==> src/rtl/hcs_pkg.sv <==
// ----------------------------------------------------------------------------
// hcs_pkg
// Shared types, constants and helpers of the hit chain scorer.
// ----------------------------------------------------------------------------
package hcs_pkg;

    localparam int WINDOW_DEPTH_DEF = 256;

    localparam logic [30:0] CLUMP_COST_RST = 31'd50000;
    localparam logic [30:0] MAX_JUMP_RST   = 31'd200000;

    // configuration register indexes
    localparam logic [0:0] REG_CLUMP_COST = 1'b0;
    localparam logic [0:0] REG_MAX_JUMP   = 1'b1;

    localparam logic signed [34:0] S32_MAX = 35'sh0_7FFF_FFFF;
    localparam logic signed [34:0] S32_MIN = 35'sh7_8000_0000;

    // one stored hit of the window
    typedef struct packed {
        logic [31:0]        qry_iid;
        logic [30:0]        qry_end;
        logic [31:0]        ref_iid;
        logic [30:0]        ref_beg;
        logic [30:0]        ref_end;
        logic               forward;
        logic signed [31:0] best_score;
    } entry_t;

    // incoming hit
    typedef struct packed {
        logic [31:0] qry_iid;
        logic [30:0] qry_beg;
        logic [30:0] qry_end;
        logic [31:0] ref_iid;
        logic [30:0] ref_beg;
        logic [30:0] ref_end;
        logic        forward;
        logic        last_hit;
    } hit_t;

    // running result of the window scan
    typedef struct packed {
        logic               found;
        logic [30:0]        first_idx;
        logic signed [31:0] score;
        logic signed [31:0] link;
    } scan_t;

    typedef enum logic [1:0] {
        ST_IDLE,
        ST_SCAN,
        ST_DONE
    } state_t;

    // clamp to the signed 32-bit range
    function automatic logic signed [31:0] sat32(input logic signed [34:0] v);
        logic signed [31:0] r;
        if (v > S32_MAX)
        begin
            r = 32'sh7FFF_FFFF;
        end
        else if (v < S32_MIN)
        begin
            r = 32'sh8000_0000;
        end
        else
        begin
            r = v[31:0];
        end
        return r;
    endfunction

endpackage

==> src/rtl/hcs_scan.sv <==
// ----------------------------------------------------------------------------
// hcs_scan
// Chaining test at the end of the cell row: finds the oldest reachable hit
// and the best extension as the window rotates past, oldest first.
// ----------------------------------------------------------------------------
module hcs_scan
(
    input  logic               clk,
    input  logic               start,
    input  logic               step,
    input  logic               in_range,
    input  logic [30:0]        idx_j,
    input  hcs_pkg::entry_t    ent,
    input  hcs_pkg::hit_t      hit,
    input  logic [30:0]        max_jump,
    input  logic [30:0]        clump_cost,
    input  logic signed [31:0] len,
    output hcs_pkg::scan_t     res
);

    hcs_pkg::scan_t     res_reg;
    hcs_pkg::scan_t     res_next;
    logic               reach_ok;
    logic               ref_ok;
    logic               chain_ok;
    logic               active;
    logic signed [31:0] cand;
    logic [31:0]        qend_far;
    logic [31:0]        rend_far;
    logic [31:0]        rbeg_far;

    // reach and chaining conditions of the entry under test
    always_comb
    begin
        qend_far = {1'b0, ent.qry_end} + {1'b0, max_jump};
        rend_far = {1'b0, ent.ref_end} + {1'b0, max_jump};
        rbeg_far = {1'b0, hit.ref_beg} + {1'b0, max_jump};
        reach_ok = (ent.qry_iid == hit.qry_iid) && (qend_far >= {1'b0, hit.qry_beg});
        if (ent.forward)
        begin
            ref_ok = ({1'b0, hit.ref_beg} <= rend_far) && (hit.ref_beg >= ent.ref_beg);
        end
        else
        begin
            ref_ok = ({1'b0, ent.ref_end} <= rbeg_far) && (hit.ref_beg <= ent.ref_beg);
        end
        chain_ok = reach_ok && ref_ok && (ent.ref_iid == hit.ref_iid)
                   && (ent.forward == hit.forward);
        active   = in_range && (res_reg.found || reach_ok);
        cand     = hcs_pkg::sat32(35'(ent.best_score) + 35'(len));
    end

    // clear at item start, fold one entry per step
    always_comb
    begin
        res_next = res_reg;
        if (start)
        begin
            res_next.found     = 1'b0;
            res_next.first_idx = '0;
            res_next.score     = -$signed({1'b0, clump_cost});
            res_next.link      = -32'sd1;
        end
        else if (step)
        begin
            if (in_range && !res_reg.found && reach_ok)
            begin
                res_next.found     = 1'b1;
                res_next.first_idx = idx_j;
            end
            if (active && chain_ok && (res_reg.score < cand))
            begin
                res_next.score = cand;
                res_next.link  = $signed({1'b0, idx_j});
            end
        end
    end

    always_ff @(posedge clk)
    begin
        res_reg <= res_next;
    end

    assign res = res_reg;

endmodule

==> config.mk <==
export PLATFORM = sky130hd
export DESIGN_NAME = hcs_scan
export DESIGN_NICKNAME = d
export VERILOG_FILES = /design/src/rtl/hcs_pkg.sv /design/src/rtl/hcs_scan.sv
export SDC_FILE = /design/constraint.sdc
export NUM_CORES = 1
export LEC_CHECK = 0
export BUFFER_PORTS_ARGS = -buffer_cell sky130_fd_sc_hd__buf_2
export CORE_AREA = 2 2 233 235
export DETAILED_ROUTE_END_ITERATION = 10
export DIE_AREA = 0 0 235 237
export SLEW_MARGIN = 20
export SYNTH_ARGS = -nofsm -noshare
export SYNTH_HDL_FRONTEND = slang
export SYNTH_SLANG_ARGS = --single-unit
==> constraint.sdc <==
create_clock -name clk -period 17.9 [get_ports clk]
set_input_delay 3.58 -clock clk [delete_from_list [all_inputs] [get_ports clk]]
set_output_delay 3.58 -clock clk [all_outputs]
set_load 0.005 [all_outputs]
==> impl_metrics.tcl, run 1 <==
set metrics [dict create \
    core_area_sq_um 53300 \
    routed.top_layer "met5" \
    grt_pass1_wl_mm 87.1 \
    path_max_fanout 36 \
    cp_slowest_stage_delay_ns 0.69 \
    vias_per_cell 5.22 \
    multiInputGateArea_sq_um 11900 \
    drc_errors 0 \
    cts-root-buf "clkbuf_16" \
    synth_area_leaders "ha_1 24%, dfxtp_1 8.7%, edfxtp_1 6.5%" \
    post_drt_wl_per_cell_microns 18.9 \
    overflow 0 \
    clock_sinks 96 \
    power_frac_clock_pct 18.9 \
    max_freq_ghz 0.0873 \
    rsz0062_at_grt "false" \
    cts_resized 0 \
    clk_pin_slew_ns 0.07 \
    wl_met2_mm 27.1 \
    post-route-period-util_pct 64.0 \
    synth-edff-count 32 \
    cts_buffers 9 \
    required_ns 17.89 \
    drive_above_1_share_pct 25.1 \
    dieArea_sq_um 55700 \
    syn_inst 1819 \
    tightest_slew_ns 1.09 \
    design_area_sq_um 18500 \
    vdd_drop_max_mv 0.0488 \
    ant_nets 0 \
    crit_arrival_ns 11.44 \
    yosysTopAreaCellShare_pct 23.8 \
    crit_start "ent[127]" \
    hold_viol_final 0 \
    p_switching_w 0.000423 \
    setup_viol 0 \
    area_growth_pct 25.4 \
    tns_ns 0 \
    drtIter0Drc 747 \
    yosys_most_used_dff "dfxtp_1" \
    start_util_pct 27.7 \
    swShare_pct 42.2 \
    crit_type "in2reg" \
    grt_pass1_vias 15787 \
    r2r-end "res[52]" \
    ctsHoldBuffers 0 \
    htreeDepth 3 \
    worst_clock_skew_ns 0.00729 \
    portBuffers 541 \
    ff_latch_area_sq_um 2240 \
    ys_warn_count 0 \
    relSlewSlack_pct 26.4 \
    outcome "completed" \
    cts_tree "built" \
    clock_latency_ns 0.36 \
    largest_reg_flops 96 \
    routed-wl-met3_mm 4.38 \
    async_reset_ff_share_pct 0 \
    drt_pass1_iterations 5 \
    grt_max_degree 88 \
    drt-met1-wl_mm 24.5 \
    synth_nets 2613 \
    cp_slowest_cell "nand2b_2" \
    r2r-start "res[41]" \
    post_cts_buffers 0 \
    pwr-share-comb_pct 57.5 \
    die_h_microns 237 \
    cellLeakagePower_nw 9.07 \
    grt_util_all_layers_pct 19.8 \
    hold_path.class "reg2reg" \
    cap_violations 0 \
    path_common_cell "a21oi_1" \
    worstSetupEndpointType "flop" \
    reg2regPathDepth 13 \
    netlist_area_sq_um 14800 \
    yosysUniqueCellTypes 76 \
    rows 85 \
    place_area_sq_um 18200 \
    wl_mm 57.4 \
    antenna_found_initial 18 \
    num-nets-final 3120 \
    clk_path_buf_depth 2 \
    dieWidth_microns 235 \
    synth-seq-cells 96 \
    r2r_slack_ns 12.31 \
    powerDensity_nw_per_um2 54.1 \
    routabilityCongestion 0.926 \
    p_int_w 0.000579 \
    seq_power_share_pct 23.6 \
    slew_viol_final 0 \
    ios 605 \
    vias 15872 \
    cp-start-kind "input pin" \
    avgSynthCellArea_sq_um 8.12 \
    synth_largest_area_cell "ha_1" \
    post-route-min-period_ns 11.45 \
    endpoint "res[52]" \
    place_hpwl_mm 49.7 \
    fillers 5650 \
    ys_seq_area_share_pct 15.2 \
]
## synthesized netlist by cell type, drive strengths merged, types with 26 or more instances
master  instances
nor3           35
nor4           26
a211o          39
xor2           97
nor2          104
o31ai          39
a21o           80
dfxtp          64
clkbuf         41
xnor2         100
edfxtp         32
nand2          82
nand3          34
a21oi         165
inv           111
mux2i          32
ha            281
nand4          49
nor3b          31
o21ai         109
## power by group through the flow
| stage | clock [W] | sequential, W | combinational [W] |
|---|---|---|---|
| final | 0.000189 | 0.000237 | 0.000576 |
| after global routing | 0.000202 | 0.000237 | 0.000648 |
| after CTS | 0.000195 | 0.000236 | 0.000575 |
| after detailed placement | 0 | 0.000241 | 0.000571 |
| after global placement | 0 | 0.000241 | 0.000558 |
| after floorplan | 0 | 0.000240 | 0.000380 |
## area by class of cell
type | instances | area share (%)
Antenna cell | 15 | 0.203
Clock buffer | 10 | 1.24
Clock inverter | 6 | 0.284
Inverter | 111 | 2.25
Multi-Input combinational cell | 1561 | 64.4
Sequential cell | 96 | 12.1
Tap cell | 696 | 4.70
Timing Repair Buffer | 547 | 14.9
## cells in the final DEF, fill, tap and decap left out, types with 11 or more instances in the layout
| cell type | instances |
|---|---|
| nand2b_1 | 16 |
| ha_1 | 281 |
| nor2b_1 | 21 |
| and3_1 | 18 |
| nor2_1 | 104 |
| inv_1 | 111 |
| nand3_1 | 34 |
| nor3b_1 | 31 |
| nand2_1 | 82 |
| o21a_1 | 21 |
| nor3_1 | 35 |
| a21o_1 | 80 |
| a21oi_1 | 165 |
| o21ai_0 | 107 |
| nand4_1 | 49 |
| o31ai_1 | 39 |
| xnor2_1 | 100 |
| o21bai_1 | 19 |
| xor2_1 | 97 |
| buf_2 | 540 |
| a31oi_1 | 13 |
| dfxtp_1 | 64 |
| a211o_1 | 39 |
| mux2i_1 | 32 |
| edfxtp_1 | 32 |
| diode_2 | 15 |
| a211oi_1 | 17 |
| nor4_1 | 26 |
| or3_1 | 11 |
## worst max-delay path, delay by kind of cell
family	cells	cell delay [ns]
AO/OA/AOI/OAI	12	3.25
adder cells (fa/ha/maj)	3	0.95
AND/OR/NAND/NOR	7	2.71
buffers and inverters	3	0.76
XOR/XNOR	1	0.09
## per-stage QoR
| step | instances | utilization [%] | setup slack, ns | hold slack [ns] | total power, W |
|---|---|---|---|---|---|
| 6_report | 3042 | 34.8 | 6.45 | 0.458 | 0.00100 |
| 5_1_grt | 3032 | 34.7 | 5.74 | 0.480 | 0.00109 |
| 4_1_cts | 3027 | 34.7 | 6.46 | 0.464 | 0.00101 |
| 3_5_place_dp | 3011 | 34.2 | 6.07 | 0.445 | 0.000812 |
| 3_3_place_gp | 3011 | 34.2 | 6.11 | 0.430 | 0.000799 |
| 2_1_floorplan | 1819 | - | 7.92 | 0.451 | 0.000621 |
## per-layer routing
| metal | track usage (%) | up-vias |
|---|---|---|
| met5 | 0 | - |
| met2 | 34.1 | 468 |
| li1 | - | 7856 |
| met4 | 6.02 | 12 |
| met3 | 4.51 | 72 |
| met1 | 24.5 | 7464 |
## worst min path at each step
stage,start,to,cells past startpoint
floorplan,res[31],res[31],1
global placement,res[31],res[31],1
detailed placement,res[2],res[2],1
CTS,res[31],res[31],1
global route,res[31],res[31],1
finish,res[7],res[7],1
## cell families after synthesis
| kind of cell | after synthesis | share of synthesized area, % |
|---|---|---|
| xor+xnor | 197 | 11.7 |
| compound gates | 577 | 25.6 |
| mux | 33 | 2.24 |
| flops | 96 | 15.2 |
| simple gates | 468 | 16.7 |
| buf+inv | 162 | 4.29 |
| fa+ha+maj | 286 | 24.4 |
Power figures use the tool's default switching activity.
==> run 2, diff against run 1 <==
==> constraint.sdc (replaced) <==
create_clock -name clk -period 10.55 [get_ports clk]
set_input_delay 2.11 -clock clk [delete_from_list [all_inputs] [get_ports clk]]
set_output_delay 2.11 -clock clk [all_outputs]
set_load 0.005 [all_outputs]
==> impl_metrics.tcl, run 2 (synthesis gave the netlist of run 1 again) <==
set metrics [dict create \
    outcome "completed" \
    portBuffers 541 \
    setup_viol 0 \
    p_switching_w 0.000713 \
    place_ws_ns 1.05 \
    drt-met1-wl_mm 24.7 \
    drc_errors 0 \
    routed-wl-met3_mm 3.86 \
    wl_mm 57.3 \
    cts_tree "built" \
    overflow 0 \
    setup_ws_ns 1.48 \
    post-route-period-util_pct 86.0 \
    pwr-share-comb_pct 55.7 \
    hold_viol_final 0 \
    clk_path_buf_depth 2 \
    grt_pass1_vias 15914 \
    ios 605 \
    crit_type "in2reg" \
    place_hpwl_mm 49.7 \
    grt_max_degree 94 \
    cp_slowest_stage_delay_ns 0.46 \
    final_cells 3037 \
    post-route-min-period_ns 9.07 \
    routed.top_layer "met5" \
    cp.buffers_inverters 3 \
    cts-root-buf "clkbuf_16" \
    worst_clock_skew_ns 0.00944 \
    p_int_w 0.00105 \
    vdd_drop_max_mv 0.100 \
    drive_above_1_share_pct 25.1 \
    dieArea_sq_um 55700 \
    worstSetupEndpointType "flop" \
    r2r-end "res[5]" \
    area_growth_pct 25.8 \
    post_drt_wl_per_cell_microns 18.9 \
    path_common_cell "a21oi_1" \
    path_max_fanout 64 \
    crit_start "ent[127]" \
    required_ns 10.80 \
    layout_commonest_cell "buf_2" \
    tns_ns 0 \
    placed_cells 3013 \
    die_h_microns 237 \
    dieWidth_microns 235 \
    ctsHoldBuffers 0 \
    num-nets-final 3122 \
    tightest_slew_ns 1.20 \
    crit_cells 26 \
    cap_violations 0 \
    min_from "res[13]" \
    swShare_pct 40.5 \
    drt_pass1_iterations 5 \
    htreeDepth 3 \
    reg2regPathDepth 13 \
    endpoint "res[5]" \
    power_frac_clock_pct 21.5 \
    drtIter0Drc 779 \
    cp-start-kind "input pin" \
    largest_reg_flops 96 \
    crit_arrival_ns 9.32 \
    cellLeakagePower_nw 9.12 \
    grt_pass1_wl_mm 87.4 \
    start_util_pct 27.7 \
    grt_util_all_layers_pct 19.7 \
    clock_latency_ns 0.36 \
    vias_per_cell 5.21 \
    cts_resized 0 \
    p_total_w 0.00176 \
    cp_slowest_cell "a2111o_1" \
    routabilityCongestion 0.927 \
    rows 85 \
    hold_path.class "reg2reg" \
    cts_buffers 9 \
    relSlewSlack_pct 19.3 \
    clock_sinks 96 \
    ant_nets 0 \
    antenna_found_initial 15 \
    final_cell_mix "540 x buf_2, 281 x ha_1, 165 x a21oi_1" \
    powerDensity_nw_per_um2 94.7 \
    core_area_sq_um 53300 \
    slew_viol_final 0 \
    clk_pin_slew_ns 0.07 \
    vias 15829 \
    rsz0062_at_grt "false" \
    post_cts_buffers 0 \
    max_freq_ghz 0.110 \
    seq_power_share_pct 22.8 \
    r2r_slack_ns 5.85 \
    cp_top_family "compound AO/OA/AOI/OAI gates" \
    r2r-start "res[41]" \
    wl_met2_mm 27.3 \
]
-- run 2: power groups by stage --
| stage | logic (W) | registers [W] | clock network [W] |
|---|---|---|---|
| CTS | 0.000980 | 0.000401 | 0.000388 |
| global placement | 0.000950 | 0.000409 | 0 |
| finish | 0.000981 | 0.000402 | 0.000379 |
| detailed placement | 0.000972 | 0.000410 | 0 |
| global route | 0.00110 | 0.000402 | 0.000395 |
| floorplan | 0.000646 | 0.000408 | 0 |
-- run 2: area by class of cell --
cell class / count / area, sq um
Antenna cell: 8 / 20.0
Multi-Input combinational cell: 1561 / 11900
Fill cell: 5574 / 34700
Inverter: 111 / 417
Clock buffer: 13 / 303
Clock inverter: 3 / 47.5
Tap cell: 696 / 871
Sequential cell: 96 / 2240
Timing Repair Buffer: 549 / 2770
-- run 2: worst min path at each step --
stage,cells past startpoint,to
floorplan,1,res[31]
global placement,1,res[31]
detailed placement,1,res[31]
CTS,1,res[2]
global route,1,res[2]
finish,1,res[13]
-- run 2: stage by stage --
step           cell area (sq um)  hold WS (ns)  utilization, %
3_3_place_gp               18200         0.431            34.2
6_report                   18600         0.460            34.9
4_1_cts                    18600         0.464            34.9
5_1_grt                    18600         0.474            34.9
3_5_place_dp               18200         0.440            34.2
2_1_floorplan              14800         0.451               -
-- run 2: layer usage --
metal	vias up	global-route usage [%]
li1	7857	-
met1	7428	24.7
met2	466	34.3
met3	64	3.98
met4	14	5.14
met5	-	0
==> run 3, diff against run 2 <==
--- a/config.mk
+++ b/config.mk
@@ -5,10 +5,14 @@
 export SDC_FILE = /design/constraint.sdc
 export NUM_CORES = 1
 export LEC_CHECK = 0
+export ABC_AREA = 1
 export BUFFER_PORTS_ARGS = -buffer_cell sky130_fd_sc_hd__buf_2
-export CORE_AREA = 2 2 233 235
+export CELL_PAD_IN_SITES_DETAIL_PLACEMENT = 1
+export CELL_PAD_IN_SITES_GLOBAL_PLACEMENT = 2
+export CORE_AREA = 2 2 246 248
 export DETAILED_ROUTE_END_ITERATION = 10
-export DIE_AREA = 0 0 235 237
+export DIE_AREA = 0 0 248 250
+export PLACE_DENSITY_LB_ADDON = 0.1
 export SLEW_MARGIN = 20
 export SYNTH_ARGS = -nofsm -noshare
 export SYNTH_HDL_FRONTEND = slang
==> impl_metrics.tcl, run 3 <==
set metrics [dict create \
    grt_pass1_vias 18157 \
    post_drt_wl_per_cell_microns 20.3 \
    drt_pass1_iterations 5 \
    cellLeakagePower_nw 10.0 \
    yosysMostFrequentCell "nand2_1" \
    ant_nets 0 \
    muxShareOfSynthArea_pct 0 \
    start_util_pct 25.6 \
    cts_buffers 9 \
    clk_path_buf_depth 2 \
    grt_pass1_wl_mm 107 \
    synth-seq-cells 96 \
    synth-edff-count 32 \
    rsz0062_at_grt "false" \
    fillers 7720 \
    seq_power_share_pct 22.3 \
    post-route-min-period_ns 8.59 \
    tightest_slew_ns 0.982 \
    p_int_w 0.000962 \
    clk_pin_slew_ns 0.08 \
    crit_type "in2reg" \
    cts_tree "built" \
    synth-compound-area-share_pct 18.0 \
    syn_inst 2238 \
    cp_slowest_cell "nor2_4" \
    portBuffers 541 \
    swShare_pct 46.4 \
    power_frac_clock_pct 19.3 \
    core_area_sq_um 59600 \
    drive_above_1_share_pct 23.0 \
    relSlewSlack_pct 34.4 \
    pwr-share-comb_pct 58.4 \
    post-route-period-util_pct 81.4 \
    async_reset_ff_share_pct 0 \
    fin_hold_ws_ns 0.449 \
    p_total_w 0.00179 \
    yosys_most_used_dff "dfxtp_1" \
    cp-start-kind "input pin" \
    yosysUniqueCellTypes 51 \
    htreeDepth 3 \
    cp_slowest_stage_delay_ns 0.76 \
    ys_seq_area_share_pct 14.7 \
    path_max_fanout 34 \
    max_freq_ghz 0.116 \
    synthXorXnorAreaFrac_pct 8.80 \
    synth_area_leaders "ha_1 23%, nand2_1 11%, dfxtp_1 8.4%" \
    path_common_cell "nand2_1" \
    worst_clock_skew_ns 0.0197 \
    p_switching_w 0.000832 \
    synth_nets 3032 \
    synth_top_family_by_area "simple AND/OR/NAND/NOR gates" \
    grt_util_all_layers_pct 22.7 \
    multiInputGateArea_sq_um 11500 \
    synthAdderAreaFrac_pct 23.6 \
    hold_path.class "reg2reg" \
    yosysTopAreaCellShare_pct 23.1 \
    largest_reg_flops 96 \
    layout_commonest_cell "buf_2" \
    die_h_microns 250 \
    setup_viol 0 \
    dieWidth_microns 248 \
    ctsHoldBuffers 0 \
    dieArea_sq_um 62000 \
    vdd_drop_max_mv 0.0664 \
    ys_warn_count 0 \
    drc_errors 0 \
    synth_common_cells "459 x nand2_1, 327 x inv_1, 281 x ha_1" \
    antenna_found_initial 23 \
    place_hpwl_mm 63.6 \
    ff_latch_area_sq_um 2240 \
    cts_resized 0 \
    vias 17181 \
    vias_per_cell 4.84 \
    slew_viol_final 0 \
    drtIter0Drc 660 \
    num-nets-final 3551 \
    avgSynthCellArea_sq_um 6.80 \
    outcome "completed" \
    placed_cells 3528 \
    overflow 0 \
    crit_arrival_ns 8.59 \
    ios 605 \
    worstSetupEndpointType "flop" \
    final_cells 3553 \
    tns_ns 0 \
    wl_mm 72.0 \
    setup_ws_ns 1.96 \
    grt_max_degree 68 \
    cap_violations 0 \
    synth-simple-area-share_pct 25.3 \
    netlist_area_sq_um 15200 \
    place_ws_ns 1.55 \
    clock_sinks 96 \
    powerDensity_nw_per_um2 93.9 \
    synth_largest_area_cell "ha_1" \
    routabilityCongestion 0.897 \
    cts-root-buf "clkbuf_16" \
    clock_latency_ns 0.37 \
    area_growth_pct 25.5 \
    post_cts_buffers 0 \
    final_cell_mix "541 x buf_2, 459 x nand2_1, 326 x inv_1" \
    rows 90 \
    hold_viol_final 0 \
    required_ns 10.55 \
]
## run 3: cell types whose count changed after synthesis, moves of 32 or more
cell	delta
a211o_1	-38
a21o_1	-71
inv_1	+216
mux2i_1	-32
nand2_1	+377
nand3_1	+78
o31ai_1	-37
## run 3: through the flow
| step | util [%] | instance area (sq um) |
|---|---|---|
| 6_report | 32.1 | 19100 |
| 4_1_cts | 32.0 | 19100 |
| 2_1_floorplan | - | 15200 |
| 3_3_place_gp | 31.5 | 18800 |
| 5_1_grt | 32.0 | 19100 |
| 3_5_place_dp | 31.5 | 18800 |
## run 3: worst paths after layout
path              startpoint  endpoint  slack (ns)  depth (start not counted)
hold reg to reg      res[31]   res[31]        0.45                          2
setup / recovery     hit[33]   res[60]        1.96                         32
setup reg to reg     res[51]   res[63]        6.31                         12
hold / removal       res[31]   res[31]        0.45                          2
## run 3: layer usage
layer,global-route usage (%),routed length (microns),vias up
met3,4.36,3850,83
met4,4.35,1440,20
met2,40.0,34400,428
met5,0,115,-
met1,28.5,32100,7965
li1,-,-,8685
## run 3: worst max-delay path, delay by kind of cell
| family | cells | cell delay [ns] |
|---|---|---|
| AND/OR/NAND/NOR | 16 | 2.30 |
| adder cells (fa/ha/maj) | 3 | 0.89 |
| buffers and inverters | 2 | 0.53 |
| XOR/XNOR | 1 | 0.20 |
| AO/OA/AOI/OAI | 10 | 2.53 |
## run 3: cell type report
class                      instances  area share (%)
clock inverter                     7           0.452
tap                              782            5.12
sequential                        96            11.7
timing repair buffer             549            14.5
clock buffer                       9            1.18
inverter                         329            6.46
antenna                            9           0.118
multi-input combinational       1772            60.4
## run 3: power by group through the flow
stage	Clock (W)	Combinational, W	Sequential [W]
finish	0.000347	0.00105	0.000400
global placement	0	0.00103	0.000409
detailed placement	0	0.00105	0.000409
floorplan	0	0.000668	0.000408
CTS	0.000359	0.00106	0.000400
global route	0.000372	0.00120	0.000401
## run 3: cells by family after synthesis
| group | Yosys count |
|---|---|
| flops | 96 |
| xor+xnor | 153 |
| buf+inv | 370 |
| simple gates | 871 |
| compound gates | 463 |
| fa+ha+maj | 285 |
